File: src/rtl/jns_pkg.sv
// ----------------------------------------------------------------------------
// jns_pkg
// Shared widths, character codes, status codes and types for the JSON
// number scanner.
// ----------------------------------------------------------------------------
package jns_pkg;

	localparam int MANTISSA_DIGITS = 18;
	localparam int MANT_W          = 60;
	localparam int EXP_W           = 16;
	localparam int PROD_W          = 64;

	function automatic logic [PROD_W-1:0] mant_limit_f();
		logic [PROD_W-1:0] p;
		p = PROD_W'(1);
		for (int i = 0; i < MANTISSA_DIGITS; i++) begin
			p = (p << 3) + (p << 1);
		end
		return p - PROD_W'(1);
	endfunction

	localparam logic [PROD_W-1:0] MANT_LIMIT = mant_limit_f();

	localparam logic [7:0] CH_ZERO  = 8'h30;
	localparam logic [7:0] CH_NINE  = 8'h39;
	localparam logic [7:0] CH_MINUS = 8'h2D;
	localparam logic [7:0] CH_PLUS  = 8'h2B;
	localparam logic [7:0] CH_DOT   = 8'h2E;
	localparam logic [7:0] CH_LO_E  = 8'h65;
	localparam logic [7:0] CH_UP_E  = 8'h45;

	localparam logic [1:0] ST_OK  = 2'd0;
	localparam logic [1:0] ST_EOF = 2'd1;
	localparam logic [1:0] ST_BAD = 2'd2;

	typedef struct packed {
		logic [MANT_W-1:0] mant;
		logic [EXP_W-1:0]  tpow;
		logic              dropped;
	} mant_state_t;

endpackage

File: src/rtl/json_number_scanner.sv
// ----------------------------------------------------------------------------
// json_number_scanner
// Scans one JSON number from a byte stream and reports its decimal
// mantissa, exponent and status.
// ----------------------------------------------------------------------------
// Input channel: data_byte and buffer_end under in_valid / in_ready, one text
// byte per request. Output channel: status, negative, mantissa, exponent,
// inexact and byte_not_consumed under out_valid / out_ready, one request per
// finished number (terminator, end of buffer or error). Bytes that do not
// finish a number produce no output.
// Each byte is captured in an input register and then processed by one digit
// step (times-ten add and limit compare on the mantissa) whose result lands in
// the output register. One byte is accepted every cycle while the held output
// is not stalled.
// After a number is reported the scanner returns to its idle state, so the
// next byte starts a new number.
// Reset clears the scan state and both valid flags; the scanner then awaits
// the first byte of a number.
// When the receiver stalls, the held output blocks the byte in the input
// register whether or not it finishes a number; in_ready falls while that
// byte waits and recovers in the cycle the output is taken.
// ----------------------------------------------------------------------------
module json_number_scanner (
	input  logic                       clk,
	input  logic                       arst_n,
	input  logic                       in_valid,
	output logic                       in_ready,
	input  logic [7:0]                 data_byte,
	input  logic                       buffer_end,
	output logic                       out_valid,
	input  logic                       out_ready,
	output logic [1:0]                 status,
	output logic                       negative,
	output logic [jns_pkg::MANT_W-1:0] mantissa,
	output logic signed [jns_pkg::EXP_W-1:0] exponent,
	output logic                       inexact,
	output logic                       byte_not_consumed
);
	import jns_pkg::*;

	typedef enum logic [3:0] {
		PH_IDLE,
		PH_SIGN,
		PH_ZERO,
		PH_INT,
		PH_DOT,
		PH_FRAC,
		PH_EXP_E,
		PH_EXP_SIGN,
		PH_EXP_DIG
	} phase_t;

	phase_t            ph_q, ph_n;
	mant_state_t       ms_q, ms_n, ms_add;
	logic              minus_q, minus_n;
	logic [EXP_W-1:0]  eacc_q, eacc_n, eacc_add;
	logic              eneg_q, eneg_n;

	logic              valid_s1;
	logic [7:0]        data_s1;
	logic              last_s1;

	logic              out_valid_q;
	logic [1:0]        status_q;
	logic              negative_q;
	logic [MANT_W-1:0] mantissa_q;
	logic [EXP_W-1:0]  exponent_q;
	logic              inexact_q;
	logic              nc_q;

	logic              out_free, go;
	logic              dig;
	logic [3:0]        dval;
	logic              add_en, add_frac;
	logic              emit, emit_nc;
	logic [1:0]        emit_st;
	logic [EXP_W-1:0]  exp_res;

	assign out_free = !out_valid_q || out_ready;
	assign go       = valid_s1 && out_free;
	assign in_ready = !valid_s1 || out_free;

	assign dig  = (data_s1 >= CH_ZERO) && (data_s1 <= CH_NINE);
	assign dval = dig ? data_s1[3:0] : 4'd0;
	assign eacc_add = (eacc_q << 3) + (eacc_q << 1) + EXP_W'(dval);

	jns_mant_acc u_mant (
		.cur   (ms_q),
		.digit (dval),
		.frac  (add_frac),
		.nxt   (ms_add)
	);

	always_comb begin
		ph_n     = ph_q;
		minus_n  = minus_q;
		eacc_n   = eacc_q;
		eneg_n   = eneg_q;
		add_en   = 1'b0;
		add_frac = 1'b0;
		emit     = 1'b0;
		emit_st  = ST_OK;
		emit_nc  = 1'b0;
		unique case (ph_q)
			PH_IDLE, PH_SIGN: begin
				if (ph_q == PH_IDLE && data_s1 == CH_MINUS) begin
					minus_n = 1'b1;
					ph_n    = PH_SIGN;
				end else if (!dig) begin
					emit    = 1'b1;
					emit_st = ST_BAD;
				end else if (dval == 4'd0) begin
					ph_n = PH_ZERO;
				end else begin
					add_en = 1'b1;
					ph_n   = PH_INT;
				end
			end
			PH_ZERO, PH_INT, PH_FRAC: begin
				if (dig && ph_q != PH_ZERO) begin
					add_en   = 1'b1;
					add_frac = (ph_q == PH_FRAC);
				end else if (data_s1 == CH_DOT && ph_q != PH_FRAC) begin
					ph_n = PH_DOT;
				end else if (data_s1 == CH_LO_E || data_s1 == CH_UP_E) begin
					ph_n = PH_EXP_E;
				end else begin
					emit    = 1'b1;
					emit_nc = 1'b1;
				end
			end
			PH_DOT: begin
				if (!dig) begin
					emit    = 1'b1;
					emit_st = ST_BAD;
				end else begin
					add_en   = 1'b1;
					add_frac = 1'b1;
					ph_n     = PH_FRAC;
				end
			end
			PH_EXP_E: begin
				if (data_s1 == CH_MINUS || data_s1 == CH_PLUS) begin
					eneg_n = (data_s1 == CH_MINUS);
					ph_n   = PH_EXP_SIGN;
				end else if (!dig) begin
					emit    = 1'b1;
					emit_st = ST_BAD;
				end else begin
					eacc_n = eacc_add;
					ph_n   = PH_EXP_DIG;
				end
			end
			PH_EXP_SIGN: begin
				if (!dig) begin
					emit    = 1'b1;
					emit_st = ST_BAD;
				end else begin
					eacc_n = eacc_add;
					ph_n   = PH_EXP_DIG;
				end
			end
			PH_EXP_DIG: begin
				if (!dig) begin
					emit    = 1'b1;
					emit_nc = 1'b1;
				end else begin
					eacc_n = eacc_add;
				end
			end
			default: begin
				emit    = 1'b1;
				emit_st = ST_BAD;
			end
		endcase

		ms_n = add_en ? ms_add : ms_q;

		if (!emit && last_s1) begin
			emit = 1'b1;
			if (ph_n == PH_ZERO || ph_n == PH_INT || ph_n == PH_FRAC ||
			    ph_n == PH_EXP_DIG) begin
				emit_st = ST_OK;
			end else begin
				emit_st = ST_EOF;
			end
		end

		exp_res = eneg_n ? (ms_n.tpow - eacc_n) : (ms_n.tpow + eacc_n);
	end

	always_ff @(posedge clk or negedge arst_n) begin
		if (!arst_n) begin
			valid_s1    <= 1'b0;
			data_s1     <= '0;
			last_s1     <= 1'b0;
			out_valid_q <= 1'b0;
			status_q    <= ST_OK;
			negative_q  <= 1'b0;
			mantissa_q  <= '0;
			exponent_q  <= '0;
			inexact_q   <= 1'b0;
			nc_q        <= 1'b0;
			ph_q        <= PH_IDLE;
			ms_q        <= '0;
			minus_q     <= 1'b0;
			eacc_q      <= '0;
			eneg_q      <= 1'b0;
		end else begin
			// input register: load on request, drop when processed
			if (in_valid && in_ready) begin
				valid_s1 <= 1'b1;
				data_s1  <= data_byte;
				last_s1  <= buffer_end;
			end else if (go) begin
				valid_s1 <= 1'b0;
			end

			if (go && emit) begin
				out_valid_q <= 1'b1;
				status_q    <= emit_st;
				negative_q  <= (emit_st == ST_OK) & minus_n;
				mantissa_q  <= (emit_st == ST_OK) ? ms_n.mant : '0;
				exponent_q  <= (emit_st == ST_OK) ? exp_res : '0;
				inexact_q   <= (emit_st == ST_OK) & ms_n.dropped;
				nc_q        <= (emit_st == ST_OK) & emit_nc;
			end else if (out_ready) begin
				out_valid_q <= 1'b0;
			end

			if (go) begin
				if (emit) begin
					ph_q    <= PH_IDLE;
					ms_q    <= '0;
					minus_q <= 1'b0;
					eacc_q  <= '0;
					eneg_q  <= 1'b0;
				end else begin
					ph_q    <= ph_n;
					ms_q    <= ms_n;
					minus_q <= minus_n;
					eacc_q  <= eacc_n;
					eneg_q  <= eneg_n;
				end
			end
		end
	end

	assign out_valid         = out_valid_q;
	assign status            = status_q;
	assign negative          = negative_q;
	assign mantissa          = mantissa_q;
	assign exponent          = exponent_q;
	assign inexact           = inexact_q;
	assign byte_not_consumed = nc_q;

endmodule

File: src/rtl/jns_mant_acc.sv
// ----------------------------------------------------------------------------
// jns_mant_acc
// Mantissa accumulator step: append a digit if it fits the digit limit, else
// drop it; tpow falls per kept fraction digit, rises per dropped integer one.
// ----------------------------------------------------------------------------
module jns_mant_acc (
	input  jns_pkg::mant_state_t cur,
	input  logic [3:0]           digit,
	input  logic                 frac,
	output jns_pkg::mant_state_t nxt
);
	import jns_pkg::*;

	logic [PROD_W-1:0] wide;
	logic [PROD_W-1:0] prod;
	logic              fits;

	assign wide = PROD_W'(cur.mant);
	assign prod = (wide << 3) + (wide << 1) + PROD_W'(digit);
	assign fits = (prod <= MANT_LIMIT);

	always_comb begin
		nxt = cur;
		if (fits) begin
			nxt.mant = prod[MANT_W-1:0];
			if (frac) begin
				nxt.tpow = cur.tpow - EXP_W'(1);
			end
		end else begin
			nxt.dropped = cur.dropped | (digit != 4'd0);
			if (!frac) begin
				nxt.tpow = cur.tpow + EXP_W'(1);
			end
		end
	end

endmodule
File: config.mk
export PLATFORM = sky130hd
export DESIGN_NAME = json_number_scanner
export DESIGN_NICKNAME = d
export VERILOG_FILES = /design/src/rtl/jns_pkg.sv /design/src/rtl/json_number_scanner.sv /design/src/rtl/jns_mant_acc.sv
export SDC_FILE = /design/constraint.sdc
export NUM_CORES = 1
export LEC_CHECK = 0
export ABC_CLOCK_PERIOD_IN_PS = 10400
export BUFFER_PORTS_ARGS = -buffer_cell sky130_fd_sc_hd__buf_4
export CAP_MARGIN = 20
export CORE_MARGIN = 10
export CORE_UTILIZATION = 45
export CTS_CLUSTER_DIAMETER = 50
export DETAILED_ROUTE_END_ITERATION = 6
export GPL_ROUTABILITY_DRIVEN = 0
export PLACE_DENSITY = 0.65
export SLEW_MARGIN = 40
export SYNTH_ARGS = -nofsm -noshare
export SYNTH_HDL_FRONTEND = slang
export SYNTH_SLANG_ARGS = --single-unit
export TNS_END_PERCENT = 5
File: constraint.sdc
create_clock -name clk -period 10.4 [get_ports clk]
set_input_delay 0 -clock clk [delete_from_list [all_inputs] [get_ports clk]]
set_output_delay 0 -clock clk [all_outputs]
set_load 0.05 [all_outputs]
==> results of run 1 <==
[layout make-up]
| type | count | share of cell area |
|---|---|---|
| multi-input combinational | 1591 | 0.600 |
| sequential | 191 | 0.273 |
| timing repair buffer | 121 | 0.0545 |
| tap | 455 | 0.0325 |
| clock buffer | 18 | 0.0245 |
| inverter | 49 | 0.0105 |
| clock inverter | 12 | 0.00522 |
[worst min path at each step]
stage | from | to | slack (ps)
final | arst_n | mantissa[37]$_DFFE_PN0P_ | 110
after global routing | arst_n | mantissa[39]$_DFFE_PN0P_ | 170
after CTS | arst_n | mantissa[39]$_DFFE_PN0P_ | 140
after detailed placement | arst_n | mantissa[37]$_DFFE_PN0P_ | 70
after global placement | arst_n | mantissa[37]$_DFFE_PN0P_ | 50
after floorplan | arst_n | byte_not_consumed$_DFFE_PN0P_ | -300
[routing by layer]
layer,wire length (um),up-vias,global-route usage
met3,2900,76,0.0372
met5,0,-,0
met1,21100,7138,0.283
li1,-,7087,-
met2,21700,484,0.345
met4,1010,0,0.0617
[critical path, stage by stage, from the launching register on]
cell      delay, ps
dfrtp_1         400
nor3b_1         340
and3_1          400
and2_1          230
fa_1            470
fa_1            520
a211oi_2        240
o21a_1          230
nor4_2          100
o211ai_2        370
nand2_2         130
a311o_1         400
or4_1           410
and4_4          190
or4_1           660
or4_4           630
nand2_1         310
nand2_1         140
a21oi_1         180
xnor2_1         210
ha_1            200
inv_1            50
fa_1            390
o211ai_1        170
nand4_1         200
a311oi_2        540
o22ai_1         160
o31ai_1         240
[per-stage QoR]
step	instance area [sq um]	utilization	power, W	setup WS [ps]
after floorplan	15700	-	0.000833	2790
after global placement	16800	0.487	0.000884	2130
after detailed placement	16900	0.488	0.000887	1940
after CTS	17500	0.507	0.00151	1900
after global routing	17500	0.507	0.00155	1030
final	17500	0.507	0.00150	1760
[cells in the mapped netlist, types with 25 or more instances]
cell / instances / share of area
nor2_1: 130 / 0.031
xor2_1: 28 / 0.016
clkbuf_1: 67 / 0.016
mux2i_1: 42 / 0.027
a21oi_1: 157 / 0.050
nand4_1: 26 / 0.010
nand3_1: 41 / 0.013
dfrtp_1: 191 / 0.30
a21o_1: 33 / 0.016
nand2_1: 302 / 0.072
inv_1: 48 / 0.011
o21ai_0: 227 / 0.072
xnor2_1: 67 / 0.037
ha_1: 164 / 0.13
nor3_1: 39 / 0.012
o31ai_1: 25 / 0.012
[logic make-up after synthesis]
kind of cell | count (synthesis)
DFF | 191
adders and majority gates | 169
and+or+nand+nor | 649
xor gates and xnor gates | 103
muxes | 52
buffers and inverters | 132
AOI/OAI and AO/OA | 618
[cell usage in the layout (no fill, tap or decap), types with 15 or more instances in the layout]
cell type,count
nand2_1,298
o21ai_0,227
dfrtp_1,191
ha_1,164
a21oi_1,156
nor2_1,128
buf_4,105
xnor2_1,67
inv_1,48
mux2i_1,42
nand3_1,40
nor3_1,39
a21o_1,33
xor2_1,28
nand4_1,26
o31ai_1,25
and2_1,17
o211ai_1,17
a31oi_1,17
clkbuf_16,17
o21a_1,16
a22o_1,15
[report_power, final]
group	total [W]	switching [W]	internal [W]
combinational	0.000117	0.0000889	0.0000283
sequential	0.000758	0.00000868	0.000750
clock	0.000621	0.000316	0.000305
[sequential cells by signal (all words and copies together) (netlist names), 2 cells and up]
register / count
ms_q: 77
mantissa: 60
eacc_q: 16
exponent: 16
data_s1: 8
ph_q: 4
status: 2
[repair_timing]
item / in CTS / in global routing
hold endpoints to repair: 78 / 0
resized for setup: 0 / 0
hold buffers: 13 / 0
==> metrics.txt, run 1 <==
status=completed; cell row count=68; antenna violations before repair=1; Vias/cell=6.07; register area share after synthesis=0.304; first-pass GRT wire length=about 77000 um; Power Dens Cells=~86 nW/um^2; crit path launch=data_s1[7]$_DFFE_PN0P_; fmax=roughly 120 MHz; largest family of logic cells by synthesized area=compound AO/OA/AOI/OAI gates; Worst-Skew Late Latency=470 ps; die height=between 200 and 250 um; multiplexer share of the synthesized area=0.0339; Pre-antenna DRT Iters=7; Setup Buffers After CTS=0; Worst R2R End=exponent[10]$_DFFE_PN0P_; Synth Net Count=approximately 2100; clock skew=12.8 ps; WL/cell=around 19 um; critical path class=flip-flop to flip-flop; CTS tree=done; Worst Tran Pin Value=811 ps; final worst path period share=0.831; Buffers on Ports=95; CP Max Fanout=10; r2r worst-path depth=27; drt total wl=between 40000 and 50000 um; crit path capture type=flip-flop; synth warn=0; Max Cap Viol=0; R2R setup slack=1760 ps; CP Launch Type=flip-flop; synthesized instance count=approximately 1900; largest net degree at the start of global routing=between 80 and 90; post-synthesis xor/xnor area fraction=0.0644; Relative slew margins=0.451; Primary FF master, synth=dfrtp_1; Routed Antenna Nets=0; crit path DAT=between 9000 and 10000 ps; DRC viols=0; H-tree lvl count=4; Die ar.=42900 sq um; Max Root-Sink Buffers=2; setup TNS=0 ps; RSZ-0062 raised after global routing=false; layout cells sized above 1=0.0923; Synth async-reset ratio=1.00; Adder-Cell Fraction of Synth Area=0.137; initial core utilization=0.456; Post-DP HPWL=roughly 35000 um; crit path capture=exponent[10]$_DFFE_PN0P_; worst reg2reg path startpoint=data_s1[7]$_DFFE_PN0P_; Hold Path Class=input pin to asynchronous set/reset pin; GRT overflow=0; Mapped Avg Cell Area=between 8 and 9 sq um; CTS Buf Count=17; WP data required=about 11000 ps; Worst Hold Slack=around 110 ps; core area=roughly 35000 sq um; Multi-input gate area=10500 sq um; min cycle time layout=about 8600 ps; final hold violation count=0; Simple-Gate Fraction of Synth Area=0.188; Mapped Area=approximately 16000 sq um; fin nets=approximately 2200; vias in the first global route=about 14000; Yosys reg bits=191; Leak=7.95 nW; EDFF count, synth=0; DR iter-0 viols=~1200; post-synthesis cell type count=between 80 and 90; via count=14800; Sequential cell area=4780 sq um; CTS Sinks=191; area grow syn2layout=11.2%; # setup viols final=0; Post-Layout Cell Count=2437; Total GRT Usage=0.213; Root Buffer=clkbuf_16; placed cells=2394; # IOs=between 90 and 100; Synth Area in Compound Gates=0.241; fillers=roughly 3400; Reg clk slew, reported paths=roughly 80 ps; Ant. Diodes=0; chip width=slightly above 200 um; Slew Limit Fails=0; Peak VDD IR=approximately 0.12 mV
Power figures use the tool's default switching activity.
==> run 2, diff against run 1 <==
--- a/config.mk
+++ b/config.mk
@@ -5,7 +5,7 @@
 export SDC_FILE = /design/constraint.sdc
 export NUM_CORES = 1
 export LEC_CHECK = 0
-export ABC_CLOCK_PERIOD_IN_PS = 10400
+export ABC_CLOCK_PERIOD_IN_PS = 8900
 export BUFFER_PORTS_ARGS = -buffer_cell sky130_fd_sc_hd__buf_4
 export CAP_MARGIN = 20
 export CORE_MARGIN = 10
==> constraint.sdc (replaced) <==
create_clock -name clk -period 8.9 [get_ports clk]
set_input_delay 0 -clock clk [delete_from_list [all_inputs] [get_ports clk]]
set_output_delay 0 -clock clk [all_outputs]
set_load 0.05 [all_outputs]
==> run 2 against run 1 <==
- clock skew grew 4.3 ps
- combinational power grew 16%
- core utilization grew 0.30 points
- clock power grew 29%
- cell count grew 0.12%
- sequential share of layout area shrank 0.16 points
- first-iteration DRC count shrank 3.2%
- clock-buffer cell count is the same
- final area grew 0.59%
- die area is the same
- flip-flop and latch count is the same
- worst hold slack lost 50 ps
==> metrics.txt, run 2 (synthesis results as in run 1) <==
status=completed; Max Cap Viol=0; Ant. Diodes=0; final worst path period share=0.934; Slew Limit Fails=0; Relative slew margins=0.465; Pre-antenna DRT Iters=6; die height=around 210 um; drt total wl=46600 um; Vias/cell=6.02; DR iter-0 viols=approximately 1200; crit path capture type=flip-flop; H-tree lvl count=4; min cycle time layout=8320 ps; Root Buffer=clkbuf_16; WP data required=around 9300 ps; CTS Sinks=between 150 and 200; WL met1=~21000 um; DRC viols=0; Total GRT Usage=0.213; core area=roughly 35000 sq um; Hold Path Class=input pin to asynchronous set/reset pin; WL/cell=19.1 um; initial core utilization=0.456; antenna violations before repair=0; Reg clk slew, reported paths=roughly 80 ps; CTS tree=done; Max Used Layer=met4; via count=14700; GRT overflow=0; Largest register FFs=77; Max Root-Sink Buffers=2; Leak=approximately 8.0 nW; critical path class=flip-flop to flip-flop; cell row count=68; Post-DP HPWL=between 30000 and 40000 um; Buffers on Ports=95; Die ar.=between 40000 and 50000 sq um; proportion of power drawn by the clock network=0.440; fmax=120 MHz; CP max stage delay=around 670 ps; largest net degree at the start of global routing=between 80 and 90; net switching power figure=between 0.0004 and 0.0005 W; most flop-heavy register=ms_q; Power Dens Cells=104 nW/um^2; detailed route wirelength on metal3=around 2800 um; layout cells sized above 1=0.0962; wire length on met2=21900 um; Final Cell Area=around 18000 sq um; CTS Buf Count=17; CP Max Fanout=10; final hold violation count=0; RSZ-0062 raised after global routing=false; commonest non-fill, non-tap cell in the layout=nand2_1; fin nets=approximately 2200; setup TNS=0 ps; Worst Hold Slack=approximately 59 ps; Worst Tran Pin Value=between 700 and 800 ps; clock skew=17.1 ps; dpl cell area=16900 sq um; part of the power in combinational logic=0.075; Pint=roughly 0.0013 W; Peak VDD IR=roughly 0.15 mV; sequential share of power=0.485; CP Launch Type=flip-flop; Routed Antenna Nets=0; area grow syn2layout=11.8%; crit path DAT=about 8700 ps; Switching Fraction=0.273; vias in the first global route=around 14000; chip width=about 210 um; CP max stage cell=or4_1; # setup viols final=0; first-pass GRT wire length=slightly below 80000 um; # IOs=between 90 and 100; Worst-Skew Late Latency=between 400 and 500 ps; commonest non-fill, non-tap cells in the layout=nand2_1, o21ai_0, dfrtp_1
run 2: worst max-delay path: cells and delay by family (launching register included):
kind                     cells  cell delay (ps)
flip-flops                   1              440
adder cells (fa/ha/maj)      3             1250
AND/OR/NAND/NOR             12             3270
AO/OA/AOI/OAI               13             3270
run 2: final cells by class:
class | instances | area (sq um)
fillers | 3318 | 16900
multi-input cells | 1591 | 10500
flip-flops and latches | 191 | 4780
repair buffers | 122 | 962
well taps | 455 | 569
clock buffers | 18 | 429
inverters | 49 | 184
clock inverters | 14 | 155
run 2: worst paths after layout:
check                                    startpoint  depth (start not counted)                        to  slack (ps)
hold / removal                               arst_n                          2  mantissa[37]$_DFFE_PN0P_          60
min in group clk                         buffer_end                          3       last_s1$_DFFE_PN0P_         310
setup / recovery             data_s1[1]$_DFFE_PN0P_                         28  exponent[13]$_DFFE_PN0P_         580
setup reg to reg             data_s1[1]$_DFFE_PN0P_                         28  exponent[13]$_DFFE_PN0P_         580
max in group asynchronous                    arst_n                          4     eacc_q[8]$_DFFE_PN0P_        6960
hold reg to reg            mantissa[40]$_DFFE_PN0P_                          2  mantissa[40]$_DFFE_PN0P_         480
run 2: repair_timing:
item,in CTS,in global routing
resized for setup,0,6
hold buffers,13,0
buffers inserted,0,1
endpoints found under the hold margin,68,0
endpoints found under the setup margin,0,7
run 2: per-layer routing:
layer / global-route usage / vias up
li1: - / 7109
met1: 0.285 / 7066
met2: 0.352 / 460
met3: 0.0326 / 56
met4: 0.0539 / 0
met5: 0 / -
run 2: metrics by stage:
stage	setup slack, ps	util	instances	total power, W
6_report	584	0.510	2440	0.00183
5_1_grt	104	0.510	2440	0.00189
4_1_cts	377	0.509	2439	0.00184
3_5_place_dp	430	0.488	2394	0.00103
3_3_place_gp	642	0.487	2394	0.00103
2_1_floorplan	1290	-	1914	0.000973
run 2: power by group through the flow:
stage / clock network [W] / logic (W) / registers (W)
after floorplan: 0 / 0.0000659 / 0.000907
after global placement: 0 / 0.000129 / 0.000902
after detailed placement: 0 / 0.000132 / 0.000903
after CTS: 0.000818 / 0.000137 / 0.000886
after global routing: 0.000855 / 0.000150 / 0.000888
final: 0.000804 / 0.000136 / 0.000887
